$ cat src/rtl/token_classifier_unit_defines.svh
// assertion macros shared by the token classifier rtl
`ifndef TOKEN_CLASSIFIER_UNIT_DEFINES_SVH
`define TOKEN_CLASSIFIER_UNIT_DEFINES_SVH

// checked on every clock edge outside reset
`define TCLS_ASSERT(label, prop, msg) \
  label: assert property (@(posedge clk_i) disable iff (!rst_ni) (prop)) else $error(msg);

// checked on every clock edge, reset included
`define TCLS_ASSERT_ALWAYS(label, prop, msg) \
  label: assert property (@(posedge clk_i) (prop)) else $error(msg);

`endif

$ cat src/rtl/tcls_pkg.sv
// shared types, character codes and classification functions of the token classifier
package tcls_pkg;

  typedef enum logic [2:0] {
    CLS_DIVIDER  = 3'd0,
    CLS_OPERATOR = 3'd1,
    CLS_KEYWORD  = 3'd2,
    CLS_INTEGER  = 3'd3,
    CLS_REAL     = 3'd4,
    CLS_IDENT    = 3'd5,
    CLS_INVALID  = 3'd6
  } token_class_e;

  localparam logic [7:0] CH_SPACE = 8'h20;
  localparam logic [7:0] CH_COMMA = 8'h2c;
  localparam logic [7:0] CH_SEMI  = 8'h3b;
  localparam logic [7:0] CH_EQ    = 8'h3d;
  localparam logic [7:0] CH_LPAR  = 8'h28;
  localparam logic [7:0] CH_RPAR  = 8'h29;
  localparam logic [7:0] CH_PLUS  = 8'h2b;
  localparam logic [7:0] CH_MINUS = 8'h2d;
  localparam logic [7:0] CH_STAR  = 8'h2a;
  localparam logic [7:0] CH_SLASH = 8'h2f;
  localparam logic [7:0] CH_DOT   = 8'h2e;
  localparam logic [7:0] CH_ZERO  = 8'h30;
  localparam logic [7:0] CH_NINE  = 8'h39;

  localparam int unsigned KW_BEGIN_LEN = 5;
  localparam int unsigned KW_END_LEN   = 3;

  typedef struct packed {
    token_class_e cls;
    logic [15:0]  start;
    logic [7:0]   length;
    logic [7:0]   delim;
    logic         last;
  } token_t;

  typedef struct packed {
    logic [1:0] cnt;
    token_t     first;
    token_t     second;
  } token_pair_t;

  typedef struct packed {
    logic all_digits;
    logic digits_or_dots;
    logic seen_dot;
    logic first_is_digit;
    logic begin_match;
    logic end_match;
  } word_flags_t;

  localparam word_flags_t FLAGS_CLEAR = '{
    all_digits: 1'b1, digits_or_dots: 1'b1, seen_dot: 1'b0,
    first_is_digit: 1'b0, begin_match: 1'b1, end_match: 1'b1
  };

  function automatic logic is_divider(logic [7:0] c);
    return (c == CH_SEMI) || (c == CH_EQ) || (c == CH_LPAR) || (c == CH_RPAR);
  endfunction

  function automatic logic is_operator(logic [7:0] c);
    return (c == CH_PLUS) || (c == CH_MINUS) || (c == CH_STAR) || (c == CH_SLASH);
  endfunction

  function automatic logic is_delim(logic [7:0] c);
    return (c == CH_SPACE) || (c == CH_COMMA) || is_divider(c) || is_operator(c);
  endfunction

  function automatic logic [7:0] kw_begin_char(logic [2:0] i);
    logic [7:0] r;
    unique case (i)
      3'd0:    r = 8'h62;
      3'd1:    r = 8'h65;
      3'd2:    r = 8'h67;
      3'd3:    r = 8'h69;
      3'd4:    r = 8'h6e;
      default: r = 8'h62;
    endcase
    return r;
  endfunction

  function automatic logic [7:0] kw_end_char(logic [1:0] i);
    logic [7:0] r;
    unique case (i)
      2'd0:    r = 8'h65;
      2'd1:    r = 8'h6e;
      2'd2:    r = 8'h64;
      default: r = 8'h65;
    endcase
    return r;
  endfunction

  function automatic token_class_e word_class(word_flags_t f, logic len_is5, logic len_is3);
    token_class_e r;
    if ((f.begin_match && len_is5) || (f.end_match && len_is3)) begin
      r = CLS_KEYWORD;
    end else if (f.all_digits) begin
      r = CLS_INTEGER;
    end else if (f.digits_or_dots && f.seen_dot) begin
      r = CLS_REAL;
    end else if (f.first_is_digit) begin
      r = CLS_INVALID;
    end else begin
      r = CLS_IDENT;
    end
    return r;
  endfunction

endpackage

$ cat src/rtl/token_classifier_unit.sv
// top level of the token classifier: character stream in, token beats out
// Takes one text byte per beat and reports words (keyword, integer, real, identifier,
// invalid word) and the dividers and operators that end them. A character is accepted
// every cycle while the four-entry result queue has at least two free slots; the tokens of
// a character are registered in the result queue. A character that closes a word and is
// itself a divider or operator yields two output beats, so sustained input rate is one
// character per cycle when each character yields at most one token and output is ready;
// otherwise it is set by the single output port that drains the queue one token per cycle
// while it is ready. tlast on the input marks the final character of a text and flushes
// the open word; tlast on the output marks the final token caused by one input character.
`include "token_classifier_unit_defines.svh"

module token_classifier_unit #(
  parameter int unsigned MAX_WORD      = 255,
  parameter int unsigned POSITION_BITS = 16
) (
  input  logic        clk_i,
  input  logic        rst_ni,
  input  logic        s_axis_tvalid,
  output logic        s_axis_tready,
  input  logic [7:0]  s_axis_tdata,   // ch
  input  logic        s_axis_tlast,
  output logic        m_axis_tvalid,
  input  logic        m_axis_tready,
  output logic [31:0] m_axis_tdata,   // token_start, token_length, delim_char
  output logic [2:0]  m_axis_tuser,   // token_class
  output logic        m_axis_tlast
);

  localparam int unsigned Depth = 4;

  tcls_pkg::token_pair_t pair;
  tcls_pkg::token_t      mem_q [Depth];
  tcls_pkg::token_t      head;
  logic [1:0]            wr_ptr_q, wr_ptr_d, rd_ptr_q, rd_ptr_d;
  logic [2:0]            cnt_q, cnt_d;
  logic                  accept, pop;
  logic [1:0]            push_n;

  assign s_axis_tready = (cnt_q <= 3'd2);
  assign accept        = s_axis_tvalid & s_axis_tready;

  tcls_scan #(
    .MAX_WORD      (MAX_WORD),
    .POSITION_BITS (POSITION_BITS)
  ) u_scan (
    .clk_i    (clk_i),
    .rst_ni   (rst_ni),
    .accept_i (accept),
    .ch_i     (s_axis_tdata),
    .eot_i    (s_axis_tlast),
    .pair_o   (pair)
  );

  always_comb begin
    push_n   = accept ? pair.cnt : 2'd0;
    pop      = m_axis_tvalid & m_axis_tready;
    wr_ptr_d = wr_ptr_q + push_n;
    rd_ptr_d = rd_ptr_q + 2'(pop);
    cnt_d    = cnt_q + 3'(push_n) - 3'(pop);
  end

  always_ff @(posedge clk_i) begin
    if (push_n != 2'd0) begin
      mem_q[wr_ptr_q] <= pair.first;
    end
    if (push_n == 2'd2) begin
      mem_q[wr_ptr_q + 2'd1] <= pair.second;
    end
  end

  always_ff @(posedge clk_i or negedge rst_ni) begin
    if (!rst_ni) begin
      wr_ptr_q <= '0;
      rd_ptr_q <= '0;
      cnt_q    <= '0;
    end else begin
      wr_ptr_q <= wr_ptr_d;
      rd_ptr_q <= rd_ptr_d;
      cnt_q    <= cnt_d;
    end
  end

  assign head          = mem_q[rd_ptr_q];
  assign m_axis_tvalid = (cnt_q != 3'd0);
  assign m_axis_tdata  = {head.delim, head.length, head.start};
  assign m_axis_tuser  = head.cls;
  assign m_axis_tlast  = head.last;

  `TCLS_ASSERT_ALWAYS(a_cnt_bound, !rst_ni || (cnt_q <= 3'(Depth)), "result queue count out of range")
  `TCLS_ASSERT(a_full_stalls, (cnt_q > 3'd2) |-> !s_axis_tready, "input taken without room for two tokens")
  `TCLS_ASSERT(a_ptr_track, (wr_ptr_q - rd_ptr_q) == cnt_q[1:0], "queue pointers disagree with count")

endmodule

$ cat src/rtl/tcls_scan.sv
// word state registers and per-character classification, up to two tokens per beat
`include "token_classifier_unit_defines.svh"

module tcls_scan #(
  parameter int unsigned MAX_WORD      = 255,
  parameter int unsigned POSITION_BITS = 16
) (
  input  logic                 clk_i,
  input  logic                 rst_ni,
  input  logic                 accept_i,
  input  logic [7:0]           ch_i,
  input  logic                 eot_i,
  output tcls_pkg::token_pair_t pair_o
);

  localparam int unsigned LenW = $clog2(MAX_WORD + 1);

  logic [POSITION_BITS-1:0] pos_q, pos_d;
  logic [POSITION_BITS-1:0] ws_q, ws_d;
  logic [LenW-1:0]          wl_q, wl_d;
  tcls_pkg::word_flags_t    fl_q, fl_d;

  logic                     dig, dot, delim, divider, oper, word_open;
  logic [LenW-1:0]          wl_inc;
  logic [POSITION_BITS-1:0] ws_upd;
  tcls_pkg::word_flags_t    fl_upd;
  tcls_pkg::token_t         word_tok, flush_tok, delim_tok;

  always_comb begin
    dig       = (ch_i >= tcls_pkg::CH_ZERO) && (ch_i <= tcls_pkg::CH_NINE);
    dot       = (ch_i == tcls_pkg::CH_DOT);
    delim     = tcls_pkg::is_delim(ch_i);
    divider   = tcls_pkg::is_divider(ch_i);
    oper      = tcls_pkg::is_operator(ch_i);
    word_open = (wl_q != '0);

    // word state after taking a word character
    fl_upd = fl_q;
    ws_upd = ws_q;
    if (!word_open) begin
      fl_upd.first_is_digit = dig;
      ws_upd                = pos_q;
    end
    fl_upd.all_digits     = fl_q.all_digits & dig;
    fl_upd.digits_or_dots = fl_q.digits_or_dots & (dig | dot);
    fl_upd.seen_dot       = fl_q.seen_dot | dot;
    fl_upd.begin_match    = fl_q.begin_match && (wl_q < LenW'(tcls_pkg::KW_BEGIN_LEN))
                            && (tcls_pkg::kw_begin_char(wl_q[2:0]) == ch_i);
    fl_upd.end_match      = fl_q.end_match && (wl_q < LenW'(tcls_pkg::KW_END_LEN))
                            && (tcls_pkg::kw_end_char(wl_q[1:0]) == ch_i);
    wl_inc = (wl_q < LenW'(MAX_WORD)) ? wl_q + LenW'(1) : wl_q;

    // word closed by a delimiter
    word_tok.cls    = tcls_pkg::word_class(fl_q, wl_q == LenW'(tcls_pkg::KW_BEGIN_LEN),
                                           wl_q == LenW'(tcls_pkg::KW_END_LEN));
    word_tok.start  = 16'(ws_q);
    word_tok.length = 8'(wl_q);
    word_tok.delim  = '0;
    word_tok.last   = 1'b0;

    // word closed by the end of text
    flush_tok.cls    = tcls_pkg::word_class(fl_upd, wl_inc == LenW'(tcls_pkg::KW_BEGIN_LEN),
                                            wl_inc == LenW'(tcls_pkg::KW_END_LEN));
    flush_tok.start  = 16'(ws_upd);
    flush_tok.length = 8'(wl_inc);
    flush_tok.delim  = '0;
    flush_tok.last   = 1'b1;

    delim_tok.cls    = divider ? tcls_pkg::CLS_DIVIDER : tcls_pkg::CLS_OPERATOR;
    delim_tok.start  = 16'(pos_q);
    delim_tok.length = 8'd1;
    delim_tok.delim  = ch_i;
    delim_tok.last   = 1'b1;

    pair_o.first  = delim_tok;
    pair_o.second = delim_tok;
    pair_o.cnt    = 2'd0;
    if (delim) begin
      if (word_open) begin
        pair_o.first      = word_tok;
        pair_o.first.last = !(divider | oper);
        pair_o.cnt        = (divider | oper) ? 2'd2 : 2'd1;
      end else begin
        pair_o.cnt = (divider | oper) ? 2'd1 : 2'd0;
      end
    end else if (eot_i) begin
      pair_o.first = flush_tok;
      pair_o.cnt   = 2'd1;
    end
  end

  always_comb begin
    pos_d = pos_q;
    ws_d  = ws_q;
    wl_d  = wl_q;
    fl_d  = fl_q;
    if (accept_i) begin
      if (eot_i) begin
        pos_d = '0;
        ws_d  = '0;
        wl_d  = '0;
        fl_d  = tcls_pkg::FLAGS_CLEAR;
      end else begin
        if (pos_q != '1) begin
          pos_d = pos_q + POSITION_BITS'(1);
        end
        if (delim) begin
          wl_d = '0;
          fl_d = tcls_pkg::FLAGS_CLEAR;
        end else begin
          wl_d = wl_inc;
          ws_d = ws_upd;
          fl_d = fl_upd;
        end
      end
    end
  end

  always_ff @(posedge clk_i or negedge rst_ni) begin
    if (!rst_ni) begin
      pos_q <= '0;
      ws_q  <= '0;
      wl_q  <= '0;
      fl_q  <= tcls_pkg::FLAGS_CLEAR;
    end else begin
      pos_q <= pos_d;
      ws_q  <= ws_d;
      wl_q  <= wl_d;
      fl_q  <= fl_d;
    end
  end

  `TCLS_ASSERT(a_eot_rewinds, accept_i && eot_i |=> (pos_q == '0) && (wl_q == '0), "position not rewound after end of text")
  `TCLS_ASSERT(a_len_bound, wl_q <= LenW'(MAX_WORD), "word length beyond saturation")
  `TCLS_ASSERT(a_two_needs_word, (pair_o.cnt == 2'd2) |-> delim && word_open, "two tokens without open word")

endmodule
$ cat config.mk
export PLATFORM = sky130hd
export DESIGN_NAME = token_classifier_unit
export DESIGN_NICKNAME = d
export VERILOG_FILES = /design/src/rtl/tcls_pkg.sv /design/src/rtl/token_classifier_unit.sv /design/src/rtl/tcls_scan.sv
export VERILOG_INCLUDE_DIRS = /design/src /design/src/rtl
export SDC_FILE = /design/constraint.sdc
export NUM_CORES = 1
export LEC_CHECK = 0
export ABC_AREA = 1
export BUFFER_PORTS_ARGS = -buffer_cell sky130_fd_sc_hd__buf_2
export CAP_MARGIN = 20
export CELL_PAD_IN_SITES_DETAIL_PLACEMENT = 1
export CELL_PAD_IN_SITES_GLOBAL_PLACEMENT = 2
export CORE_UTILIZATION = 38
export CTS_BUF_LIST = sky130_fd_sc_hd__clkbuf_16
export CTS_CLUSTER_DIAMETER = 80
export DETAILED_ROUTE_END_ITERATION = 8
export GPL_ROUTABILITY_DRIVEN = 0
export PLACE_DENSITY = 0.77
export SETUP_SLACK_MARGIN = 0.4
export SLEW_MARGIN = 20
export SYNTH_ARGS = -nofsm -noshare
export SYNTH_HDL_FRONTEND = slang
export SYNTH_SLANG_ARGS = --single-unit
$ cat constraint.sdc
create_clock -name clk_i -period 3.95 [get_ports clk_i]
set_input_delay 0.1975 -clock clk_i [delete_from_list [all_inputs] [get_ports clk_i]]
set_output_delay 0.1975 -clock clk_i [all_outputs]
set_load 0.02 [all_outputs]
======== Yosys cells after proc, flatten, opt, wreduce, memory -nomap -nowiden ========
Memories as Yosys holds them, arrays and structs flattened.
Index checks and enable logic that the tools add are counted.
Widths: inputs -> output; s select.
word-level totals
  register bits after elaboration ......... 53
  memory bits (writable) .................. 144
  input port bits ......................... 13
  output and inout bits ................... 38
  word-level logic and storage cells ...... 121
  memories ................................ 1
cells by class
  add/subtract/negate cells ............... 7
  $lt $le $gt $ge ......................... 6
  equal/unequal tests ..................... 26
  multiplexer cells ....................... 33
  bitwise gates (word level) .............. 7
  reduce and logical (&&, ||, !) cells .... 29
memory list
  name   depth  bits a word  read ports  clocked after Yosys merged registers in  write ports  RTL line                     text
  mem_q  4      36           1           0                                        2            token_classifier_unit.sv:33  tcls_pkg::token_t mem_q [Depth];
operator list
  kind                   number
  $eq 8x6->1 const B     11
  $mux 16                5
  $mux 38                1
  $mux 37                1
  $mux 36                1
  $mux 8                 3
  $mux 3                 6
  $add 16x1->16 const B  1
  $eq 7x8->1             2
  $eq 8x2->1 const B     2
  $eq 8x3->1 const B     2
  $ne 16x16->1 const B   1
  $pmux 4 s4             1
  $mux 6                 2
  $logic_and 1x1->1      11
  $logic_or 1x1->1       11
  $mux 2                 5
  $add 8x1->8 const B    1
  $ge 8x6->1 const B     1
  $le 8x6->1 const B     1
  $lt 8x2->1 const B     1
  $lt 8x3->1 const B     1
  $lt 8x8->1 const B     1
  $pmux 4 s2             1
  other kinds (20)       35

======== Depth between registers and ports, before layout ========
Gate-level depths: netlist of run 1.
  depth in word-level cells ............... 14
  depth in mapped cells ................... 18
  depth with buffers taken out ............ 17

======== Cells and area by module ========
Synthesis of run 1 repeated with hierarchy kept, for this count alone.
unflattened totals
  cell total of the unflattened synthesis .. 1,450
  area, all modules ....................... 12,410.7 µm²
modules (own cells, without submodules)
  module                 instances  cells an instance  area an instance (µm²)  sequential area each (µm²)
  token_classifier_unit  1          932                8,579.5                 4,499.3
  tcls_scan              1          518                3,831.2                 1,156.1

======== Least setup slack after synthesis of run 1 ========
OpenSTA, ideal clock, no wires.
  kind .................................... reg-to-reg
  start point ............................. reg u_scan.wl_q[6]
  end point ............................... reg cnt_q[2]
  library setup time ...................... 123 ps
  arrival ................................. 2,654 ps
  data required time ...................... 3,827 ps
  slack ................................... 1,173 ps
  cell stages (with the launch flop) ...... 16
  buffers on the path ..................... 2
  period minus slack after synthesis ...... 2,777 ps
  cell sequence ........................... dfrtp_1 -> inv_1 -> nand2_1 -> nor3_4 -> nand3_1 -> buf_2 -> buf_2 -> ha_1 -> inv_1 -> nand2_2 -> nand3_4 -> ha_1 -> inv_1 -> ha_1 -> fa_1 -> xnor2_1
on the way
  cells in the longest elaborated chain, start to end .. 6
RTL lines
  element                 RTL line                     text
  from (decl)             tcls_scan.sv:20              logic [LenW-1:0] wl_q, wl_d;
  from (signal assigned)  tcls_scan.sv:128             wl_q <= wl_d;
  $reduce_bool 8->1       tcls_scan.sv:35              word_open = (wl_q != '0);
  $mux 2                  tcls_scan.sv:79              if (word_open) begin
  $mux 38                 tcls_scan.sv:78              if (delim) begin
  $mux 2                  token_classifier_unit.sv:56  push_n = accept ? pair.cnt : 2'd0;
  $add 3x2->3             token_classifier_unit.sv:60  cnt_d = cnt_q + 3'(push_n) - 3'(pop);
  $sub 3x1->3             token_classifier_unit.sv:60
  via cnt_d[2]            token_classifier_unit.sv:36  logic [2:0] cnt_q, cnt_d;
  to (signal assigned)    token_classifier_unit.sv:80  cnt_q <= cnt_d;
  to (decl)               token_classifier_unit.sv:36
The timed path passes the listed nets, and every way through them passes these cells.
A chain may end at the register's enable or synchronous reset.

==> reports/metrics.yaml, run 1 <==
detailed_routing:
  route.detailed.drc: 0
  drt-vias-per-instance: 5.53
  post_drt_wl_per_cell_um: 20.3
  drtIter0Drc: 563
  routed_wl_um: 30800
  antenna_left: 0
  first_pass_iters: 4
  route.vias.total: 8383
timing:
  fin_skew_ns: 0.0136
  final.min_clock_period_ns: 3.24
  tns_ns: 0
  timing.final.ws_setup_ns: 0.709
  maxSlewViolCount: 0
  max_clock_freq_ghz: 0.309
  finalSetupViolations: 0
  rsz0062_at_grt: "false"
  fin_crit_sh: 0.821
  tightest_slew_ns: 1.05
  hold_viol: 0
  slew_headroom: 0.296
final_layout:
  area_growth_pct: 11.6
  final_area_mm2: 0.0111
  diodes: 0
  finalNetCount: 1200
  drive_above_1_share: 0.129
setup_path:
  r2r_start: "u_scan.wl_q[6]$_DFFE_PN0P_"
  worstSetupPathType: "flop to flop"
  crit_slowest_cell: "nand2_2"
  required_ns: 4.25
  worstReg2RegEnd: "mem_q[1][13]$_SDFFE_PP0P_"
  start_kind: "flop"
  cp.arrival_ns: 3.54
  crit_path_cell_trace: "inv_1 -> nand2_1 -> nor3_4 -> nand3_1 -> ha_1 -> inv_1 -> nand2_2 -> nand3_4 -> nand2_4 -> nand2_4 -> nand2_2 -> inv_2 -> nand2_1 -> o21ai_1"
  critPathBufInv: 3
  worst_r2r_path_depth: 14
  path_max_fanout: 28
  end_kind: "flop"
  r2r_slack_ns: 0.71
  crit_family: "simple AND/OR/NAND/NOR gates"
  slowest_delay_ns: 0.71
die:
  die_h_um: 164
  core-area_mm2: 0.0254
  die_area_mm2: 0.0267
  std_cell_rows: 58
  start_util: 0.390
  die_x_um: 164
  ios: 51
synthesis:
  yosys.area.top_type: "edfxtp_1"
  seq_area_frac_synth: 0.526
  ys_ff_latch: 197
  synthCells: 1134
  async_flop_share: 0.269
  synth_area_mm2: 0.00991
  ys_warn_count: 0
  synthTopCellsByCount: "nand2_1 (189), nor2_1 (147), o21ai_0 (124), o22ai_1 (122), edfxtp_1 (100)"
  synth_top_area_frac: 0.303
  synthTopCellsByArea: "edfxtp_1 (30%), dfrtp_1 (12%), dfxtp_1 (8.9%)"
  yosysMostFrequentCell: "nand2_1"
  synth_cell_types: 45
  synthFlopType: "edfxtp_1"
  synth-edff-count: 100
  avgSynthCellArea_um2: 8.74
cts:
  numCtsBuffers: 17
  tritoncts: "built"
  clkTransAtPathRegs_ns: 0.08
  cts-root-buf: "clkbuf_16"
  clk_path_buf_depth: 2
  clkSinkCount: 197
  clock_latency_ns: 0.44
  cts_setup_buffers: 0
  htreeDepth: 4
placed_design:
  post-dp-hpwl_um: 21200
  port_buffers: 50
  place_ws_ns: 0.710
  post_dp_cell_area_mm2: 0.0105
job:
  drv_cap: 0
run_status:
  status: "complete, no violations"
grt:
  grt-ovfl-total: 0
  grt_usage: 0.240
  grt_max_degree: 73
  grt_pass1_wl_um: 48800
  grt_pass1_vias: 8469
  antenna_found_initial: 0
min_path:
  hold_start: "s_axis_tlast"
  hold_path.class: "input pin to flop"
  holdPathStages: 2
  whs_endpoint: "u_scan.pos_q[13]$_DFFE_PN0P_"
power_and_ir_drop:
  vdd_drop_max_mv: 0.359
  power_density_mw_per_mm2: 760
  p_leak_nw: 4.44
  power_mw: 8.41
-- flip-flops by register name, indices dropped and copies added (netlist names) --
| register | flops |
|---|---|
| cnt_q | 3 |
| u_scan.wl_q | 8 |
| u_scan.fl_q | 6 |
| wr_ptr_q | 2 |
| mem_q | 144 |
| u_scan.ws_q | 16 |
| rd_ptr_q | 2 |
| u_scan.pos_q | 16 |
-- final cells by class --
cell class,instances,area (um^2)
Clock buffer,17,425
Clock inverter,15,155
Fill cell,3035,14300
Inverter,107,407
Multi-Input combinational cell,787,4100
Sequential cell,197,5220
Tap cell,330,413
Timing Repair Buffer,63,350
-- cells by family after synthesis --
logic type / synth area share
compound gates: 0.183
xor+xnor: 0.0115
fa+ha+maj: 0.0184
buf+inv: 0.0630
flops: 0.526
other cells: 0.000378
simple gates: 0.198
-- worst max path at each step --
| stage | from | endpoint | slack (ns) | depth (start not counted) |
|---|---|---|---|---|
| after floorplan | u_scan.wl_q[6]$_DFFE_PN0P_ | cnt_q[2]$_DFF_PN0_ | 1.17 | 15 |
| after global placement | u_scan.wl_q[7]$_DFFE_PN0P_ | mem_q[0][20]$_DFFE_PP_ | 0.78 | 12 |
| after detailed placement | u_scan.wl_q[6]$_DFFE_PN0P_ | mem_q[1][13]$_SDFFE_PP0P_ | 0.71 | 14 |
| after CTS | u_scan.wl_q[6]$_DFFE_PN0P_ | mem_q[1][13]$_SDFFE_PP0P_ | 0.68 | 14 |
| after global routing | u_scan.wl_q[6]$_DFFE_PN0P_ | mem_q[1][13]$_SDFFE_PP0P_ | 0.48 | 14 |
| final | u_scan.wl_q[6]$_DFFE_PN0P_ | mem_q[1][13]$_SDFFE_PP0P_ | 0.71 | 14 |
-- power by group --
part | internal, mW | switching [mW] | total [mW]
Clock | 0.848 | 0.895 | 1.74
Combinational | 1.13 | 2.67 | 3.80
Sequential | 2.60 | 0.269 | 2.86
Total | 4.58 | 3.83 | 8.41
-- placed cells by master, fill, tap and decap left out, types with 13 or more instances in the layout --
master,count
nand3_1,29
inv_2,17
o21ai_1,33
o22ai_1,122
clkbuf_16,17
inv_1,86
nor3_1,13
edfxtp_1,100
nand2_1,189
dfrtp_1,48
a21oi_1,20
buf_2,50
nand4_1,15
ha_1,13
nor2_1,147
dfxtp_1,44
o21ai_0,124
-- per-stage QoR --
step	hold WS (ns)	cells	utilization
global placement	0.373	1483	0.412
floorplan	-0.0981	1141	-
detailed placement	0.374	1483	0.412
global route	0.0174	1516	0.436
finish	0.0150	1516	0.436
CTS	0.00853	1516	0.436
-- per-layer routing --
layer / wire, um / share of wire / vias up / global-route usage
li1: - / - / 4041 / -
met1: 15700 / 0.51 / 4182 / 0.355
met2: 14000 / 0.45 / 139 / 0.374
met3: 849 / 0.028 / 21 / 0.0295
met4: 283 / 0.0092 / 0 / 0.0505
met5: 0 / 0 / - / 0
-- what timing repair did --
| action | in CTS | in global routing |
|---|---|---|
| hold buffers | 1 | 0 |
| endpoints found under the hold margin | 32 | 0 |
| gates resized for setup | 0 | 0 |
Power figures use the tool's default switching activity.
==> run 2, diff against run 1 <==
--- a/config.mk
+++ b/config.mk
@@ -6,17 +6,17 @@
 export SDC_FILE = /design/constraint.sdc
 export NUM_CORES = 1
 export LEC_CHECK = 0
-export ABC_AREA = 1
+export ABC_AREA = 0
 export BUFFER_PORTS_ARGS = -buffer_cell sky130_fd_sc_hd__buf_2
 export CAP_MARGIN = 20
 export CELL_PAD_IN_SITES_DETAIL_PLACEMENT = 1
 export CELL_PAD_IN_SITES_GLOBAL_PLACEMENT = 2
-export CORE_UTILIZATION = 38
+export CORE_UTILIZATION = 39
 export CTS_BUF_LIST = sky130_fd_sc_hd__clkbuf_16
 export CTS_CLUSTER_DIAMETER = 80
 export DETAILED_ROUTE_END_ITERATION = 8
 export GPL_ROUTABILITY_DRIVEN = 0
-export PLACE_DENSITY = 0.77
+export PLACE_DENSITY = 0.75
 export SETUP_SLACK_MARGIN = 0.4
 export SLEW_MARGIN = 20
 export SYNTH_ARGS = -nofsm -noshare
==> constraint.sdc (replaced) <==
create_clock -name clk_i -period 2.7 [get_ports clk_i]
set_input_delay 0.135 -clock clk_i [delete_from_list [all_inputs] [get_ports clk_i]]
set_output_delay 0.135 -clock clk_i [all_outputs]
set_load 0.02 [all_outputs]
==> reports/metrics.yaml, run 2 <==
run_status:
  status: "finished, violations left"
  violations: "negative setup slack"
die:
  die_h_um: 159
  core-area_mm2: 0.0243
  die_x_um: 159
  ios: 51
  std_cell_rows: 57
  die_area_mm2: 0.0254
  start_util: 0.397
timing:
  max_clock_freq_ghz: 0.348
  maxSlewViolCount: 0
  timing.final.ws_setup_ns: -0.174
  fin_crit_sh: 1.06
  slew_headroom: 0.440
  fin_skew_ns: 0.0113
  tightest_slew_ns: 0.831
  final.min_clock_period_ns: 2.87
  hold_viol: 0
  rsz0062_at_grt: "true"
  finalSetupViolations: 217
cts:
  htreeDepth: 4
  numCtsBuffers: 17
  clk_path_buf_depth: 2
  tritoncts: "built"
  cts-root-buf: "clkbuf_16"
  clkTransAtPathRegs_ns: 0.08
  clock_latency_ns: 0.45
  clkSinkCount: 197
detailed_routing:
  drtIter0Drc: 532
  post_drt_wl_per_cell_um: 24.5
  antenna_left: 0
  route.detailed.drc: 0
  route.vias.total: 7569
  routed_wl_um: 31500
  first_pass_iters: 4
  drt-vias-per-instance: 5.89
power_and_ir_drop:
  power_density_mw_per_mm2: 872
  internal-power_mw: 7.00
  clkPwrFrac: 0.236
  pwr-share-comb: 0.404
  switchingPower_mw: 4.26
  power_mw: 11.3
  p_leak_nw: 4.87
  sw_frac_of_total: 0.378
  seqPwrFrac: 0.360
  vdd_drop_max_mv: 0.372
synthesis:
  synth_area_mm2: 0.00964
  synth_cell_types: 76
  synthTopCellsByCount: "a22o_1 (109), edfxtp_1 (100), dfrtp_1 (49), clkbuf_1 (47), dfxtp_1 (44)"
  synthCells: 787
  seq_area_frac_synth: 0.541
  synth-edff-count: 100
  yosysMostFrequentCell: "a22o_1"
  ys_warn_count: 0
  avgSynthCellArea_um2: 12.3
  synth_top_area_frac: 0.311
  async_flop_share: 0.269
  yosys.area.top_type: "edfxtp_1"
  ys_ff_latch: 197
  synthTopCellsByArea: "edfxtp_1 (31%), dfrtp_1 (13%), a22o_1 (9.9%)"
  synthFlopType: "edfxtp_1"
final_layout:
  area_growth_pct: 34.0
  final_common_cell: "a22o_1"
  top_register: "mem_q"
  layout_common_cells: "a22o_1 (109), edfxtp_1 (100), buf_4 (84), buf_2 (50)"
  top_regs: "mem_q: 144 flops, u_scan.pos_q: 16 flops, u_scan.ws_q: 16 flops"
  largest_register_ffs: 144
  n_fill_cell: 2429
  drive_above_1_share: 0.394
  diodes: 0
  finalNetCount: 975
  fin_cells: 1285
min_path:
  holdPathStages: 4
  hold_path.class: "input pin to flop"
setup_path:
  path_max_fanout: 6
  end_kind: "flop"
  required_ns: 3.04
  critPathBufInv: 9
  crit_family: "buffers and inverters"
  start_kind: "flop"
  slowest_delay_ns: 0.41
  worstSetupPathType: "flop to flop"
  crit_slowest_cell: "dfrtp_1"
  crit_path_cell_trace: "inv_2 -> ha_4 -> nor2b_4 -> and3_4 -> clkinv_8 -> ha_4 -> buf_12 -> buf_8 -> nor4_4 -> buf_4 -> buf_6 -> and2_4 -> nor2_4 -> clkinvlp_4 -> buf_12 -> buf_12 -> o22a_1"
  cp.arrival_ns: 3.21
  critPathMostFrequentCell: "buf_12"
  worst-path-stages: 17
  worst_r2r_path_depth: 17
placed_design:
  place_inst: 1196
  post-dp-hpwl_um: 20000
  port_buffers: 50
  place_ws_ns: -0.188
grt:
  grt-ovfl-total: 0
  grt_usage: 0.253
  grt_max_degree: 28
  grt_pass1_wl_um: 48400
  grt_pass1_vias: 8198
  antenna_found_initial: 0
job:
  drv_cap: 0
## run 2: cell types whose count changed in the layout (fill, tap and decap cells not counted), sizes merged, moves of 88 or more
cell,delta
o22ai,-115
nand2,-172
nor2,-109
a22o,+109
inv,-88
o21ai,-129
buf,+135
## run 2: path summary, 6_finish.rpt
path / slack, ns / endpoint / startpoint
min in group asynchronous: 0.26 / u_scan.ws_q[9]$_DFFE_PN0P_ / rst_ni
worst max register to register: -0.17 / mem_q[2][0]$_SDFFE_PP1P_ / u_scan.wl_q[1]$_DFFE_PN0P_
worst min-delay path: 0.15 / u_scan.fl_q[0]$_DFFE_PN1P_ / s_axis_tdata[3]
worst max-delay path: -0.17 / mem_q[2][0]$_SDFFE_PP1P_ / u_scan.wl_q[1]$_DFFE_PN0P_
max in group asynchronous: 1.65 / u_scan.pos_q[5]$_DFFE_PN0P_ / rst_ni
worst min register to register: 0.48 / u_scan.fl_q[1]$_DFFE_PN1P_ / u_scan.fl_q[1]$_DFFE_PN1P_
## run 2: metal layers
metal | track usage | routed length [um]
met5 | 0 | 0
met3 | 0.0464 | 1390
met2 | 0.446 | 16400
met4 | 0.0830 | 608
met1 | 0.312 | 13100
## run 2: repair_timing
item | in CTS | in global routing
gates cloned | 8 | 1
pin swaps | 38 | 20
hold endpoints to repair | 20 | 0
endpoints found under the setup margin | 244 | 269
hold buffers | 1 | 0
setup buffers | 41 | 6
gates resized for setup | 87 | 56
## run 2: stage by stage
step	area (um^2)	hold slack (ns)	util	TNS (ns)
final	12900	0.148	0.531	-20.60
after global routing	12900	0.183	0.531	-36.46
after CTS	12600	0.137	0.519	-2.62
after detailed placement	11000	0.227	0.453	-9.61
after global placement	11000	0.216	0.453	-6.93
after floorplan	9840	-0.161	-	-43.88
## run 2: cells by family after synthesis
group                    Yosys count  share of synthesized area
other                              1                   0.000389
adder cells (fa/ha/maj)           14                     0.0189
XOR/XNOR                          12                     0.0109
multiplexers                      43                     0.0916
buffers and inverters             87                     0.0387
AO/OA/AOI/OAI                    247                      0.195
AND/OR/NAND/NOR                  186                      0.104
flip-flops                       197                      0.541
## run 2: worst min-delay path: stages
cell	delay (ns)
buf_2	0.14
nand3_1	0.11
a211o_1	0.12
a31oi_1	0.08
## run 2: layout make-up
class / count / area, um^2 / share of cell area
flip-flops and latches: 197 / 5220 / 0.404
multi-input cells: 510 / 4620 / 0.358
repair buffers: 201 / 1940 / 0.150
clock buffers: 17 / 425 / 0.0329
well taps: 324 / 405 / 0.0314
clock inverters: 15 / 194 / 0.0150
inverters: 21 / 118 / 0.00910
## run 2: power groups by stage
stage / clock, mW / combinational [mW] / sequential, mW
6_report: 2.65 / 4.55 / 4.06
3_5_place_dp: 0 / 3.77 / 4.05
4_1_cts: 2.67 / 4.29 / 4.00
5_1_grt: 2.81 / 4.84 / 4.11
3_3_place_gp: 0 / 3.67 / 4.00
2_1_floorplan: 0 / 2.65 / 3.84
==> run 3, diff against run 2 <==
--- a/config.mk
+++ b/config.mk
@@ -22,3 +22,4 @@
 export SYNTH_ARGS = -nofsm -noshare
 export SYNTH_HDL_FRONTEND = slang
 export SYNTH_SLANG_ARGS = --single-unit
+export TNS_END_PERCENT = 10
==> reports/metrics.yaml, run 3 (synthesis gave the netlist of run 2 again) <==
timing:
  maxSlewViolCount: 0
  rsz0062_at_grt: "true"
  final.min_clock_period_ns: 2.83
  finalSetupViolations: 167
  holdWs_ns: 0.151
  timing.final.ws_setup_ns: -0.131
  slew_headroom: 0.386
  fin_crit_sh: 1.05
  tns_ns: -10.31
  tightest_slew_ns: 0.912
  max_clock_freq_ghz: 0.353
  hold_viol: 0
  fin_skew_ns: 0.0127
grt:
  grt_usage: 0.230
  grt_pass1_vias: 7964
  antenna_found_initial: 1
  grt_pass1_wl_um: 45100
  grt-ovfl-total: 0
  grt_max_degree: 54
min_path:
  holdPathStages: 3
  hold_start: "s_axis_tvalid"
  hold_path.class: "input pin to flop"
setup_path:
  start_kind: "flop"
  worstSetupPathType: "flop to flop"
  worst_r2r_path_depth: 14
  crit_start: "u_scan.wl_q[1]$_DFFE_PN0P_"
  required_ns: 2.90
  cp.arrival_ns: 3.03
  r2r_start: "u_scan.wl_q[1]$_DFFE_PN0P_"
  end_kind: "flop"
  path_max_fanout: 5
cts:
  clkSinkCount: 197
  clock_latency_ns: 0.44
  clkTransAtPathRegs_ns: 0.08
  numCtsBuffers: 17
  tritoncts: "built"
  cts-root-buf: "clkbuf_16"
  clk_path_buf_depth: 2
  htreeDepth: 4
die:
  ios: 51
  die_x_um: 159
  core-area_mm2: 0.0243
  die_area_mm2: 0.0254
  start_util: 0.397
  std_cell_rows: 57
  die_h_um: 159
final_layout:
  final_area_mm2: 0.0122
  drive_above_1_share: 0.337
  fin_cells: 1254
  layout_common_cells: "a22o_1 (109), edfxtp_1 (100), buf_4 (79), buf_2 (50), dfrtp_1 (48)"
  final_common_cell: "a22o_1"
  finalNetCount: 943
  top_regs: "mem_q: 144 flops, u_scan.pos_q: 16 flops, u_scan.ws_q: 16 flops"
  top_register: "mem_q"
  area_growth_pct: 26.2
  largest_register_ffs: 144
detailed_routing:
  drt-vias-per-instance: 5.84
  drtIter0Drc: 382
  routed_wl_um: 28400
  route.detailed.drc: 0
  antenna_left: 0
  route.vias.total: 7327
  first_pass_iters: 4
  post_drt_wl_per_cell_um: 22.7
placed_design:
  post-dp-hpwl_um: 19600
  port_buffers: 50
  place_inst: 1204
  post_dp_cell_area_mm2: 0.0111
run_status:
  violations: "negative setup slack"
  status: "finished, violations left"
power_and_ir_drop:
  power_density_mw_per_mm2: 878
  p_leak_nw: 4.58
  vdd_drop_max_mv: 0.397
job:
  drv_cap: 0
[run 3: stage by stage]
| step | util | setup WS (ns) | power (mW) |
|---|---|---|---|
| floorplan | - | -0.377 | 6.47 |
| global placement | 0.458 | -0.0735 | 7.71 |
| detailed placement | 0.458 | -0.166 | 7.87 |
| CTS | 0.492 | -0.123 | 10.6 |
| global route | 0.500 | -0.226 | 11.2 |
| finish | 0.500 | -0.131 | 10.7 |
[run 3: report_power, final]
part	leakage, nW	internal (mW)	total, mW	switching [mW]
Combinational	2.35	1.84	4.02	2.18
Sequential	1.93	3.62	4.06	0.448
Clock	0.298	1.33	2.59	1.26
[run 3: final cells by class]
class	instances	area, um^2
Fill cell	2519	12200
Sequential cell	197	5220
Multi-Input combinational cell	510	4340
Timing Repair Buffer	169	1500
Clock buffer	17	425
Tap cell	324	405
Clock inverter	15	173
Inverter	21	110
Antenna cell	1	2.50
[run 3: routing by layer]
metal,up-vias,GRT usage,share of wire
met5,-,0,0
met4,0,0.0651,0.015
met3,30,0.0302,0.039
met2,153,0.402,0.51
met1,3820,0.300,0.44
li1,3324,-,-
[run 3: critical path, stage by stage, from the launching register on]
cell        delay [ns]
dfrtp_1           0.39
inv_2             0.08
ha_4              0.13
nor2b_4           0.13
and3_4            0.23
clkinv_8          0.05
ha_4              0.22
buf_6             0.13
o31ai_4           0.40
buf_6             0.18
nor3_4            0.05
nor2_4            0.16
clkinvlp_4        0.12
buf_6             0.15
clkbuf_16         0.16
[run 3: final timing paths]
kind / to / slack [ns]
worst max-delay path: mem_q[3][18]$_DFFE_PP_ / -0.13
worst min-delay path: u_scan.fl_q[3]$_DFFE_PN0P_ / 0.15
worst max register to register: mem_q[3][18]$_DFFE_PP_ / -0.13
worst min register to register: mem_q[0][0]$_SDFFE_PP1P_ / 0.48
max in group asynchronous: rd_ptr_q[0]$_DFF_PN0_ / 1.75
min in group asynchronous: u_scan.ws_q[13]$_DFFE_PN0P_ / 0.39
[run 3: repair_timing]
item,4_1_cts,5_1_grt
endpoints found under the setup margin,238,266
pin swaps,29,65
setup buffers,5,9
resized for setup,38,24
hold buffers,1,0
endpoints found under the hold margin,49,0
gates cloned,0,2
